<file path="config.mk">
export PLATFORM = sky130hd
export DESIGN_NAME = battery_level_estimator
export DESIGN_NICKNAME = d
export VERILOG_FILES = /design/src/design/ble_pkg.sv /design/src/design/battery_level_estimator.sv
export VERILOG_INCLUDE_DIRS = /design/src /design/src/design
export SDC_FILE = /design/constraint.sdc
export NUM_CORES = 1
export LEC_CHECK = 0
export ABC_CLOCK_PERIOD_IN_PS = 13700
export CORE_MARGIN = 4
export CORE_UTILIZATION = 44
export CTS_CLUSTER_DIAMETER = 80
export CTS_CLUSTER_SIZE = 24
export DETAILED_ROUTE_END_ITERATION = 7
export DONT_BUFFER_PORTS = 1
export GPL_ROUTABILITY_DRIVEN = 0
export SLEW_MARGIN = 0
export SYNTH_ARGS = -nofsm -noshare
export SYNTH_HDL_FRONTEND = slang
export SYNTH_SLANG_ARGS = --single-unit
</file>
<file path="constraint.sdc">
create_clock -name clock -period 13.7 [get_ports clock]
set_input_delay 2.055 -clock clock [delete_from_list [all_inputs] [get_ports clock]]
set_output_delay 2.055 -clock clock [all_outputs]
set_load 0.02 [all_outputs]
</file>
<file path="src/design/battery_level_estimator_defines.svh">
// Assertion macros shared by the battery level estimator RTL.
`ifndef BATTERY_LEVEL_ESTIMATOR_DEFINES_SVH
`define BATTERY_LEVEL_ESTIMATOR_DEFINES_SVH

// Same-cycle implication, checked on every rising clock outside reset.
`define BLE_ASSERT_NOW(label, ante, cons) \
   label: assert property (@(posedge clock) disable iff (reset) (ante) |-> (cons)) \
      else $error("battery_level_estimator: same-cycle check failed");

// Next-cycle implication, checked on every rising clock outside reset.
`define BLE_ASSERT_NEXT(label, ante, cons) \
   label: assert property (@(posedge clock) disable iff (reset) (ante) |=> (cons)) \
      else $error("battery_level_estimator: next-cycle check failed");

`endif

</file>
<file path="src/design/ble_pkg.sv">
// Package with types and constants of the battery level estimator.
`timescale 1ns / 1ps
`default_nettype none

package ble_pkg;

   // Field and state widths
   localparam int SAMPLE_W   = 16;
   localparam int SUM_W      = 22;
   localparam int CNT_W      = 7;
   localparam int LVL_W      = 14;
   localparam int MV_W       = 16;
   localparam int PCT_W      = 7;
   localparam int SPAN_W     = 5;
   localparam int PCT_PROD_W = SPAN_W + LVL_W;
   localparam int CSR_IDX_W  = 3;

   // Register reset values in millivolts
   localparam logic [LVL_W-1:0] RST_ADC_OFFSET   = 14'd0;
   localparam logic [LVL_W-1:0] RST_LEVEL_MIN    = 14'd3000;
   localparam logic [LVL_W-1:0] RST_LEVEL_TEN    = 14'd3500;
   localparam logic [LVL_W-1:0] RST_LEVEL_TWENTY = 14'd3600;
   localparam logic [LVL_W-1:0] RST_LEVEL_FIFTY  = 14'd3750;
   localparam logic [LVL_W-1:0] RST_LEVEL_EIGHTY = 14'd3950;
   localparam logic [LVL_W-1:0] RST_LEVEL_MAX    = 14'd4200;

   // Charge curve break points in percent
   localparam logic [PCT_W-1:0] PCT_ZERO   = 7'd0;
   localparam logic [PCT_W-1:0] PCT_TEN    = 7'd10;
   localparam logic [PCT_W-1:0] PCT_TWENTY = 7'd20;
   localparam logic [PCT_W-1:0] PCT_FIFTY  = 7'd50;
   localparam logic [PCT_W-1:0] PCT_EIGHTY = 7'd80;
   localparam logic [PCT_W-1:0] PCT_FULL   = 7'd100;

   // Register indexes on the CSR port
   typedef enum logic [CSR_IDX_W-1:0] {
      REG_ADC_OFFSET   = 3'd0,
      REG_LEVEL_MIN    = 3'd1,
      REG_LEVEL_TEN    = 3'd2,
      REG_LEVEL_TWENTY = 3'd3,
      REG_LEVEL_FIFTY  = 3'd4,
      REG_LEVEL_EIGHTY = 3'd5,
      REG_LEVEL_MAX    = 3'd6
   } reg_index_type;

   // Sequencer states
   typedef enum logic [3:0] {
      ST_IDLE,
      ST_AVG_LOAD,
      ST_AVG_DIV,
      ST_SCALE,
      ST_MV_DIV,
      ST_CLAMP,
      ST_SEGMENT,
      ST_PCT_MUL,
      ST_PCT_DIV,
      ST_FINISH
   } state_type;

endpackage

`default_nettype wire

</file>
<file path="src/design/battery_level_estimator.sv">
// Battery voltage and charge estimator built around one shared restoring divider.
//
//  channel | direction | handshake             | payload
//  --------+-----------+-----------------------+------------------------------------
//  req     | in        | req_valid / req_stall | req_adc_sample
//  rsp     | out       | rsp_valid / rsp_stall | rsp_battery_mv, rsp_battery_percent
//  csr     | in        | csr_valid / csr_ready | csr_index, csr_data
//
// A request that only adds to the running sum leaves the sequencer idle.
// The request that completes the average runs the shared divider up to three times
// (SUM_W, DVD_W and PCT_PROD_W steps, one quotient bit per cycle); the last division
// is skipped when the percent settles on a segment end.
// req_stall is high while the sequencer runs; a result waiting on rsp_stall
// holds in the output register and blocks only the next finished result.
// Reset is synchronous, active high, restores the control and configuration registers and clears the sum.
`timescale 1ns / 1ps
`default_nettype none

`include "battery_level_estimator_defines.svh"

module battery_level_estimator #(
   parameter int AVG_SAMPLES = 8,
   parameter int DIVIDER_R1  = 1000,
   parameter int DIVIDER_R2  = 1000
) (
   input  wire logic                            clock,
   input  wire logic                            reset,
   // request channel
   input  wire logic                            req_valid,
   output logic                                 req_stall,
   input  wire logic signed [ble_pkg::SAMPLE_W-1:0] req_adc_sample,
   // response channel
   output logic                                 rsp_valid,
   input  wire logic                            rsp_stall,
   output logic [ble_pkg::MV_W-1:0]             rsp_battery_mv,
   output logic [ble_pkg::PCT_W-1:0]            rsp_battery_percent,
   // register write channel
   input  wire logic                            csr_valid,
   output logic                                 csr_ready,
   input  wire logic [ble_pkg::CSR_IDX_W-1:0]   csr_index,
   input  wire logic [ble_pkg::LVL_W-1:0]       csr_data
);

   // Derived sizes of the scaling and the shared divider
   localparam int SCALE   = DIVIDER_R1 + DIVIDER_R2;
   localparam int DIVR2   = (DIVIDER_R2 == 0) ? 1 : DIVIDER_R2;
   localparam int SCALE_W = $clog2(SCALE + 1);
   localparam int AVG_W   = $clog2(AVG_SAMPLES + 1);
   localparam int R2_W    = $clog2(DIVR2 + 1);
   localparam int DVD_W   = ble_pkg::SUM_W + SCALE_W;
   localparam int DVS_A   = (AVG_W > ble_pkg::LVL_W) ? AVG_W : ble_pkg::LVL_W;
   localparam int DVS_W   = (R2_W > DVS_A) ? R2_W : DVS_A;
   localparam int STEP_W  = $clog2(DVD_W + 1);
   localparam logic [SCALE_W-1:0] SCALE_C = SCALE_W'(SCALE);

   // Control state
   ble_pkg::state_type              state_ff, state_in;
   logic [ble_pkg::SUM_W-1:0]       sum_ff, sum_in;
   logic [ble_pkg::CNT_W-1:0]       count_ff, count_in;
   logic                            rsp_valid_ff, rsp_valid_in;

   // Configuration registers
   logic [ble_pkg::LVL_W-1:0] offset_ff, lvl_min_ff, lvl_ten_ff, lvl_twenty_ff;
   logic [ble_pkg::LVL_W-1:0] lvl_fifty_ff, lvl_eighty_ff, lvl_max_ff;

   // Shared divider registers
   logic [DVD_W-1:0]  dvd_ff, dvd_in;
   logic [DVS_W-1:0]  dvs_ff, dvs_in;
   logic [DVS_W-1:0]  rem_ff, rem_in;
   logic [STEP_W-1:0] step_ff, step_in;

   // Working registers of the percent path
   logic [ble_pkg::MV_W-1:0]  mv_ff, mv_in;
   logic [ble_pkg::LVL_W-1:0] v_ff, v_in, lo_ff, lo_in, hi_ff, hi_in;
   logic [ble_pkg::PCT_W-1:0] p0_ff, p0_in, p1_ff, p1_in, pct_ff, pct_in;

   // Output registers
   logic [ble_pkg::MV_W-1:0]  rsp_mv_ff, rsp_mv_in;
   logic [ble_pkg::PCT_W-1:0] rsp_pct_ff, rsp_pct_in;

   // Combinational helpers
   logic                         req_take, rsp_take;
   logic [ble_pkg::SUM_W-1:0]    sample_ext, mag, base;
   logic [DVS_W:0]               div_shl;
   logic                         div_ge;
   logic [DVS_W-1:0]             div_rem;
   logic [DVD_W-1:0]             div_dvd;
   logic [DVD_W-1:0]             scaled;
   logic [ble_pkg::MV_W-1:0]     mv_sat, v_low;
   logic [ble_pkg::SPAN_W-1:0]   span;
   logic [ble_pkg::LVL_W-1:0]    rise;
   logic [ble_pkg::PCT_PROD_W-1:0] pct_prod;

   assign req_stall = (state_ff != ble_pkg::ST_IDLE);
   assign req_take  = req_valid && !req_stall;
   assign rsp_take  = rsp_valid_ff && !rsp_stall;
   assign csr_ready = 1'b1;

   assign rsp_valid           = rsp_valid_ff;
   assign rsp_battery_mv      = rsp_mv_ff;
   assign rsp_battery_percent = rsp_pct_ff;

   // Sign-extend the sample into the sum width
   assign sample_ext = {{(ble_pkg::SUM_W - ble_pkg::SAMPLE_W){req_adc_sample[ble_pkg::SAMPLE_W-1]}},
                        req_adc_sample};

   // Magnitude of the captured sum
   assign mag = dvd_ff[ble_pkg::SUM_W-1] ? (~dvd_ff[ble_pkg::SUM_W-1:0] + 1'b1)
                                         : dvd_ff[ble_pkg::SUM_W-1:0];

   // One restoring division step
   assign div_shl = {rem_ff, dvd_ff[DVD_W-1]};
   assign div_ge  = (div_shl >= {1'b0, dvs_ff});
   assign div_rem = div_ge ? DVS_W'(div_shl - {1'b0, dvs_ff}) : div_shl[DVS_W-1:0];
   assign div_dvd = {dvd_ff[DVD_W-2:0], div_ge};

   // Offset and divider-ratio scaling of the average
   assign base   = dvd_ff[ble_pkg::SUM_W-1:0] + ble_pkg::SUM_W'(offset_ff);
   assign scaled = DVD_W'(base * SCALE_C);

   // Saturate the voltage and clamp it into the level range
   assign mv_sat = (|dvd_ff[DVD_W-1:ble_pkg::MV_W]) ? '1 : dvd_ff[ble_pkg::MV_W-1:0];
   assign v_low  = (mv_sat < ble_pkg::MV_W'(lvl_min_ff)) ? ble_pkg::MV_W'(lvl_min_ff) : mv_sat;

   // Interpolation numerator
   assign span     = ble_pkg::SPAN_W'(p1_ff - p0_ff);
   assign rise     = v_ff - lo_ff;
   assign pct_prod = span * rise;

   // Next state and datapath loads
   always_comb begin
      state_in     = state_ff;
      sum_in       = sum_ff;
      count_in     = count_ff;
      dvd_in       = dvd_ff;
      dvs_in       = dvs_ff;
      rem_in       = rem_ff;
      step_in      = step_ff;
      mv_in        = mv_ff;
      v_in         = v_ff;
      lo_in        = lo_ff;
      hi_in        = hi_ff;
      p0_in        = p0_ff;
      p1_in        = p1_ff;
      pct_in       = pct_ff;
      rsp_mv_in    = rsp_mv_ff;
      rsp_pct_in   = rsp_pct_ff;
      rsp_valid_in = rsp_valid_ff && !rsp_take;

      case (state_ff)
         ble_pkg::ST_IDLE: begin
            // Accumulate; hand the completed sum to the sequencer
            if (req_take) begin
               if (count_ff + 1'b1 >= ble_pkg::CNT_W'(AVG_SAMPLES)) begin
                  dvd_in   = DVD_W'(sum_ff + sample_ext);
                  sum_in   = '0;
                  count_in = '0;
                  state_in = ble_pkg::ST_AVG_LOAD;
               end else begin
                  sum_in   = sum_ff + sample_ext;
                  count_in = count_ff + 1'b1;
               end
            end
         end
         ble_pkg::ST_AVG_LOAD: begin
            // Divide the magnitude by the sample count
            dvd_in   = DVD_W'(mag) << (DVD_W - ble_pkg::SUM_W);
            dvs_in   = DVS_W'(AVG_SAMPLES);
            rem_in   = '0;
            step_in  = STEP_W'(ble_pkg::SUM_W);
            state_in = ble_pkg::ST_AVG_DIV;
         end
         ble_pkg::ST_AVG_DIV: begin
            dvd_in  = div_dvd;
            rem_in  = div_rem;
            step_in = step_ff - 1'b1;
            if (step_ff == STEP_W'(1)) begin
               state_in = ble_pkg::ST_SCALE;
            end
         end
         ble_pkg::ST_SCALE: begin
            // Scale by R1+R2, then divide by R2
            dvd_in   = scaled;
            dvs_in   = DVS_W'(DIVR2);
            rem_in   = '0;
            step_in  = STEP_W'(DVD_W);
            state_in = ble_pkg::ST_MV_DIV;
         end
         ble_pkg::ST_MV_DIV: begin
            dvd_in  = div_dvd;
            rem_in  = div_rem;
            step_in = step_ff - 1'b1;
            if (step_ff == STEP_W'(1)) begin
               state_in = ble_pkg::ST_CLAMP;
            end
         end
         ble_pkg::ST_CLAMP: begin
            mv_in    = mv_sat;
            v_in     = (v_low > ble_pkg::MV_W'(lvl_max_ff)) ? lvl_max_ff
                                                            : v_low[ble_pkg::LVL_W-1:0];
            state_in = ble_pkg::ST_SEGMENT;
         end
         ble_pkg::ST_SEGMENT: begin
            // Pick the curve segment by threshold order
            if (v_ff < lvl_ten_ff) begin
               lo_in = lvl_min_ff;    hi_in = lvl_ten_ff;
               p0_in = ble_pkg::PCT_ZERO;   p1_in = ble_pkg::PCT_TEN;
            end else if (v_ff < lvl_twenty_ff) begin
               lo_in = lvl_ten_ff;    hi_in = lvl_twenty_ff;
               p0_in = ble_pkg::PCT_TEN;    p1_in = ble_pkg::PCT_TWENTY;
            end else if (v_ff < lvl_fifty_ff) begin
               lo_in = lvl_twenty_ff; hi_in = lvl_fifty_ff;
               p0_in = ble_pkg::PCT_TWENTY; p1_in = ble_pkg::PCT_FIFTY;
            end else if (v_ff < lvl_eighty_ff) begin
               lo_in = lvl_fifty_ff;  hi_in = lvl_eighty_ff;
               p0_in = ble_pkg::PCT_FIFTY;  p1_in = ble_pkg::PCT_EIGHTY;
            end else begin
               lo_in = lvl_eighty_ff; hi_in = lvl_max_ff;
               p0_in = ble_pkg::PCT_EIGHTY; p1_in = ble_pkg::PCT_FULL;
            end
            state_in = ble_pkg::ST_PCT_MUL;
         end
         ble_pkg::ST_PCT_MUL: begin
            // Settle the end points, else divide the numerator by the width
            if (hi_ff <= lo_ff || v_ff >= hi_ff) begin
               pct_in   = p1_ff;
               state_in = ble_pkg::ST_FINISH;
            end else if (v_ff <= lo_ff) begin
               pct_in   = p0_ff;
               state_in = ble_pkg::ST_FINISH;
            end else begin
               dvd_in   = DVD_W'(pct_prod) << (DVD_W - ble_pkg::PCT_PROD_W);
               dvs_in   = DVS_W'(hi_ff - lo_ff);
               rem_in   = '0;
               step_in  = STEP_W'(ble_pkg::PCT_PROD_W);
               state_in = ble_pkg::ST_PCT_DIV;
            end
         end
         ble_pkg::ST_PCT_DIV: begin
            dvd_in  = div_dvd;
            rem_in  = div_rem;
            step_in = step_ff - 1'b1;
            if (step_ff == STEP_W'(1)) begin
               pct_in   = p0_ff + div_dvd[ble_pkg::PCT_W-1:0];
               state_in = ble_pkg::ST_FINISH;
            end
         end
         ble_pkg::ST_FINISH: begin
            // Load the output register once it is free
            if (!rsp_valid_ff || !rsp_stall) begin
               rsp_mv_in    = mv_ff;
               rsp_pct_in   = pct_ff;
               rsp_valid_in = 1'b1;
               state_in     = ble_pkg::ST_IDLE;
            end
         end
         default: begin
            state_in = ble_pkg::ST_IDLE;
         end
      endcase
   end

   // Control registers
   always_ff @(posedge clock) begin
      if (reset) begin
         state_ff     <= ble_pkg::ST_IDLE;
         sum_ff       <= '0;
         count_ff     <= '0;
         rsp_valid_ff <= 1'b0;
      end else begin
         state_ff     <= state_in;
         sum_ff       <= sum_in;
         count_ff     <= count_in;
         rsp_valid_ff <= rsp_valid_in;
      end
   end

   // Datapath registers
   always_ff @(posedge clock) begin
      dvd_ff     <= dvd_in;
      dvs_ff     <= dvs_in;
      rem_ff     <= rem_in;
      step_ff    <= step_in;
      mv_ff      <= mv_in;
      v_ff       <= v_in;
      lo_ff      <= lo_in;
      hi_ff      <= hi_in;
      p0_ff      <= p0_in;
      p1_ff      <= p1_in;
      pct_ff     <= pct_in;
      rsp_mv_ff  <= rsp_mv_in;
      rsp_pct_ff <= rsp_pct_in;
   end

   // Configuration writes; drop indexes beyond the list
   always_ff @(posedge clock) begin
      if (reset) begin
         offset_ff     <= ble_pkg::RST_ADC_OFFSET;
         lvl_min_ff    <= ble_pkg::RST_LEVEL_MIN;
         lvl_ten_ff    <= ble_pkg::RST_LEVEL_TEN;
         lvl_twenty_ff <= ble_pkg::RST_LEVEL_TWENTY;
         lvl_fifty_ff  <= ble_pkg::RST_LEVEL_FIFTY;
         lvl_eighty_ff <= ble_pkg::RST_LEVEL_EIGHTY;
         lvl_max_ff    <= ble_pkg::RST_LEVEL_MAX;
      end else if (csr_valid && csr_ready) begin
         case (ble_pkg::reg_index_type'(csr_index))
            ble_pkg::REG_ADC_OFFSET:   offset_ff     <= csr_data;
            ble_pkg::REG_LEVEL_MIN:    lvl_min_ff    <= csr_data;
            ble_pkg::REG_LEVEL_TEN:    lvl_ten_ff    <= csr_data;
            ble_pkg::REG_LEVEL_TWENTY: lvl_twenty_ff <= csr_data;
            ble_pkg::REG_LEVEL_FIFTY:  lvl_fifty_ff  <= csr_data;
            ble_pkg::REG_LEVEL_EIGHTY: lvl_eighty_ff <= csr_data;
            ble_pkg::REG_LEVEL_MAX:    lvl_max_ff    <= csr_data;
            default: begin
            end
         endcase
      end
   end

   // Assertions
   `BLE_ASSERT_NOW(a_count_below_avg, 1'b1, count_ff < ble_pkg::CNT_W'(AVG_SAMPLES))
   `BLE_ASSERT_NOW(a_percent_range, rsp_valid_ff, rsp_pct_ff <= ble_pkg::PCT_FULL)
   `BLE_ASSERT_NOW(a_div_step_live,
      state_ff == ble_pkg::ST_AVG_DIV || state_ff == ble_pkg::ST_MV_DIV ||
      state_ff == ble_pkg::ST_PCT_DIV, step_ff != '0)
   `BLE_ASSERT_NEXT(a_finish_waits,
      state_ff == ble_pkg::ST_FINISH && rsp_valid_ff && rsp_stall,
      state_ff == ble_pkg::ST_FINISH)

endmodule

`default_nettype wire
</file>
Yosys cells after proc, flatten, opt, wreduce, memory -nomap -nowiden
Cells that the tools add are included.
W data, S select, Z words.
{ "word_totals": {"ram_bits": 0, "romBits": 0, "n_memories": 0, "output_inout_bits": 26, "regBits": 301, "word_cells": 165, "latch_bits": 0, "in_bits": 38} }
{ "op_classes": {"reduce_logical": 37, "addsub": 11, "n_eq_ne": 25, "muxes": 50, "n_shift": 0, "bitwise_logic": 1, "order_cmp": 11, "n_mul": 2, "n_div": 0} }
{ "op_table": {"columns": ["cell", "count"], "rows": [
  ["$mux W14", 14],
  ["$pmux W33 S5", 1],
  ["$mux W33", 4],
  ["$pmux W14 S3", 2],
  ["$lt A14 B14 Y1", 4],
  ["$mux W22", 2],
  ["$sub A14 B14 Y14", 3],
  ["$pmux W4 S10", 1],
  ["$mux W7", 5],
  ["$mux W16", 2],
  ["$mul A22 B7 Y29 const B", 1],
  ["$le A14 B14 Y1", 2],
  ["$mux W4", 7],
  ["$mux W6", 4],
  ["$pmux W6 S4", 1],
  ["$add A22 B22 Y23", 1],
  ["$add A22 B1 Y22 const B", 1],
  ["$add A22 B14 Y22", 1],
  ["$add A22 B22 Y22", 1],
  ["$not A22 Y22", 1],
  ["$mul A5 B14 Y19", 1],
  ["$reduce_and A2 Y1", 9],
  ["$reduce_or A17 Y1", 1],
  ["$eq A4 B3 Y1 const B", 4],
  ["other kinds (35)", 64]
]} }

Longest topological paths before layout
{ "depth": {"ltp_word": 6, "depth_mapped": 25, "depth_no_buf": 25} }

Least setup slack after synthesis
OpenSTA, ideal clock, no wires.
{ "synth_timing": {"kind": "register -> register", "from": "register dvd_ff[1]", "to": "register dvd_ff[32], data pin", "path_buffers": 0, "setup_ps": 138, "arrival_ps": 6570, "path_stages_with_launch": 24, "required_time_ps": 13562, "period_less_slack_ps": 6708, "setup_slack_ps": 6992, "cell_sequence": "edfxtp_1 > ha_1 > a21o_1 > a21oi_1 > o21a_1 > o31a_2 > o311ai_4 > a21oi_1 > or3_1 > xnor2_1 > fa_1 > fa_1 > fa_1 > fa_1 > inv_1 > ha_1 > a21oi_1 > o21ai_0 > a221oi_1 > nand2_1 > a21oi_1 > o31ai_1 > or4_1 > nand4_1"} }
{ "synth_via": {"elab_chain_len": 4, "word_cells_on_any_way": 6, "classes_between": "add/sub: 2; mul: 1; mux: 2; bitwise: 1"} }
{ "synth_lines": {"columns": ["item", "line", "rtl"], "rows": [
  ["from (decl)", "battery_level_estimator.sv:67", "logic [DVD_W-1:0] dvd_ff, dvd_in;"],
  ["from (signal assigned)", "battery_level_estimator.sv:280", "dvd_ff <= dvd_in;"],
  ["branches (longest 3 deep; another with $mul A22 B7 Y29)", null, null],
  ["$pmux W33 S5 (*)", "battery_level_estimator.sv:150", "case (state_ff)"],
  ["named net dvd_in[32]", "battery_level_estimator.sv:67", null]
]} }
Mark *: on every way through the listed nets, which the timed path passes.
A chain may end at the register's enable or synchronous reset.

Worst setup path after layout
{ "layout_timing": {"from": "register dvd_ff[2]", "to": "register dvd_ff[32], data pin"} }
The elaborated chain is that of the path after synthesis.

==> results.json <==
{
  "worstHoldPathType": "flop to flop",
  "place.port_buffers": 0,
  "cts_buffers": 28,
  "die_y_um": 250,
  "tightest_slew_ns": 1.26,
  "post-cts-setup-buffers": 0,
  "synth_fp_nets": 3312,
  "synth_seq_cells": 299,
  "dpl_worst_slack_ns": 6.27,
  "async_reset_ff_share_pct": 0,
  "layout_common_cells": "nand2_1, inv_1, ha_1, a21oi_1, edfxtp_1",
  "rsz0062_at_grt": "no",
  "period_needed_ns": 7.57,
  "r2r_start": "dvd_ff[2]",
  "cts_tree": "done",
  "dieArea_mm2": 0.0623,
  "viasPerCell": 5.93,
  "htreeDepth": 1,
  "areaGrowthSynthToFinish_pct": 7.02,
  "slew_headroom_pct": 15.5,
  "ant_nets": 0,
  "fmax_ghz": 0.132,
  "peakVddDrop_uv": 436,
  "crit_family": "adder cells",
  "cpMaxStageDelayCell": "edfxtp_1",
  "powerDensity_mw_per_mm2": 261,
  "critPathKind": "flop to flop",
  "top_layer_used": "met5",
  "clock-sinks": 299,
  "worst_ep_arrival_time_ns": 8.03,
  "wl_um": 77300,
  "required_ns": 14.16,
  "drive_gt1_share_pct": 5.43,
  "floorplan.initialDensity_pct": 44.5,
  "globalRouteOverflowTotal": 0,
  "cp_slowest_stage_delay_ns": 0.58,
  "cts-root-buf": "clkbuf_16",
  "vias": 21500,
  "status": "completed",
  "start_kind": "flop",
  "min_from": "pct_ff[6]",
  "insertion_delay_ns": 0.61,
  "postSynthCellCount": 2894,
  "period_share_pct": 55.3,
  "avgSynthCellArea_um2": 8.87,
  "yosysWarnings": 0,
  "met1_length_um": 34400,
  "wl_met3_um": 5750,
  "worstPathMaxFanout": 9,
  "cp-startpoint": "dvd_ff[2]",
  "clk_transition_reported_paths_ns": 0.10,
  "synth_enable_flop_cells": 167,
  "syn_area_mm2": 0.0257,
  "maxCapViolCount": 0,
  "core.rowCount": 88,
  "wl_met2_um": 35100,
  "finalSetupTns_ns": 0,
  "clock_path_buffers": 3,
  "drtIter0Drc": 1940,
  "worst_setup_path_end_kind": "flop",
  "setup_violations": 0,
  "grt_pass1_wl_um": 121000,
  "nets": 3249,
  "grt_pass1_vias": 21100,
  "final_max_slew_viol_count": 0,
  "design.core.area_mm2": 0.0577,
  "grt_antenna_before_repair": 1,
  "mostFrequentLayoutCell": "nand2_1",
  "wl_per_cell_um": 21.4,
  "ys_types": 102,
  "hpwl_um": 58800,
  "grt_max_degree": 142,
  "leakagePower_nw": 11.5,
  "path_buf_inv": 1,
  "cts.repair.resized": 0,
  "post-route-drc-count": 0,
  "dr.pass1.iters": 6,
  "diodes": 0,
  "grt_usage_pct": 24.2,
  "finalClockSkew_ns": 0.0291,
  "synth_flop_cell": "edfxtp_1",
  "final_cell_count_no_fill": 3618,
  "hold_viol": 0,
  "die_w_um": 250,
  "pin_count": 64,
  "worstPathCellList": "ha_1 > a21oi_1 > o21a_1 > o31a_2 > o311ai_4 > a21oi_1 > or3_1 > xnor2_1 > fa_1 > fa_1 > fa_1 > fa_1 > inv_1 > ha_1 > a21oi_1 > o21ai_0 > a221oi_1 > nand2_1 > a21oi_1 > o31ai_1 > or4_1 > nand4_1",
  "setup_slack_ns": 6.13,
  "cts_hold_buf": 0,
  "dp_cells": 3566,
  "yosysSeqAreaShare_pct": 29.8
}
[worst paths after layout]
| kind | depth (start not counted) | endpoint | slack, ns |
|---|---|---|---|
| worst max-delay path | 22 | dvd_ff[32] | 6.13 |
| worst min-delay path | 0 | rsp_battery_percent[6] | 0.42 |
| worst max register to register | 22 | dvd_ff[32] | 6.13 |
| worst min register to register | 0 | rsp_battery_percent[6] | 0.42 |
[Yosys cell counts, types with 10 or more instances]
cell | number | share of area (%)
a211o_1 | 30 | 1.0
a211oi_1 | 20 | 0.58
a21boi_0 | 12 | 0.35
a21o_1 | 42 | 1.2
a21oi_1 | 202 | 3.9
a221oi_1 | 11 | 0.38
a222oi_1 | 10 | 0.39
a22oi_1 | 13 | 0.38
a31oi_1 | 12 | 0.29
and2_1 | 23 | 0.56
buf_1 | 10 | 0.15
clkbuf_1 | 94 | 1.4
dfxtp_1 | 132 | 10
edfxtp_1 | 167 | 20
fa_1 | 103 | 8.0
ha_1 | 277 | 13
inv_1 | 313 | 4.6
mux2_2 | 19 | 0.83
mux2i_1 | 41 | 1.6
nand2_1 | 371 | 5.4
nand2b_1 | 26 | 0.63
nand3_1 | 81 | 1.6
nand3b_1 | 29 | 0.85
nand4_1 | 27 | 0.66
nor2_1 | 154 | 2.3
nor2b_1 | 40 | 0.97
nor3_1 | 55 | 1.1
nor3b_1 | 14 | 0.41
nor4_1 | 15 | 0.37
o211ai_1 | 74 | 2.2
o21a_1 | 35 | 1.0
o21ai_0 | 99 | 1.9
o21bai_1 | 17 | 0.50
o31ai_1 | 17 | 0.50
or2_2 | 10 | 0.24
or3_1 | 30 | 0.73
xnor2_1 | 75 | 2.6
xor2_1 | 44 | 1.5
[report_power, final]
part	leakage [nW]	internal (mW)	switching (mW)
Combinational	8.35	2.09	3.05
Sequential	2.66	1.04	0.0824
Clock	0.518	0.429	0.481
Total	11.5	3.56	3.61
[kinds of logic after synthesis]
family                   after synthesis  synth area share, %
XOR/XNOR                             120                 4.12
AO/OA/AOI/OAI                        686                 18.2
flip-flops                           299                 29.8
buffers and inverters                431                 6.49
other                                  1               0.0146
adder cells (fa/ha/maj)              382                 21.6
AND/OR/NAND/NOR                      906                 16.8
multiplexers                          69                 2.96
[registers in the layout (all words and copies together), names as in the netlist, 16 cells and up]
register	cells
dvd_ff	33
rsp_battery_mv	16
mv_ff	16
sum_ff	22
[layer usage]
layer | vias up | GRT usage (%)
met1 | 10400 | 33.5
met3 | 127 | 4.03
li1 | 10100 | -
met5 | - | 0
met4 | 2 | 6.25
met2 | 766 | 39.4
[through the flow]
| stage | instance area, um^2 | hold slack [ns] | utilization [%] | power, mW |
|---|---|---|---|---|
| floorplan | 25700 | 0.400 | - | 4.97 |
| global placement | 26400 | 0.407 | 45.8 | 6.08 |
| detailed placement | 26400 | 0.405 | 45.8 | 6.16 |
| CTS | 27500 | 0.424 | 47.6 | 7.10 |
| global route | 27500 | 0.436 | 47.6 | 7.83 |
| finish | 27500 | 0.422 | 47.6 | 7.17 |
[layout make-up]
type / count / area (um^2)
inverter: 315 / 1180
multi-input combinational: 2164 / 16400
timing repair buffer: 23 / 173
clock buffer: 29 / 704
sequential: 299 / 7660
tap: 765 / 957
fill: 5595 / 30200
clock inverter: 23 / 374
No activity file was read; power rests on OpenSTA's default activity.
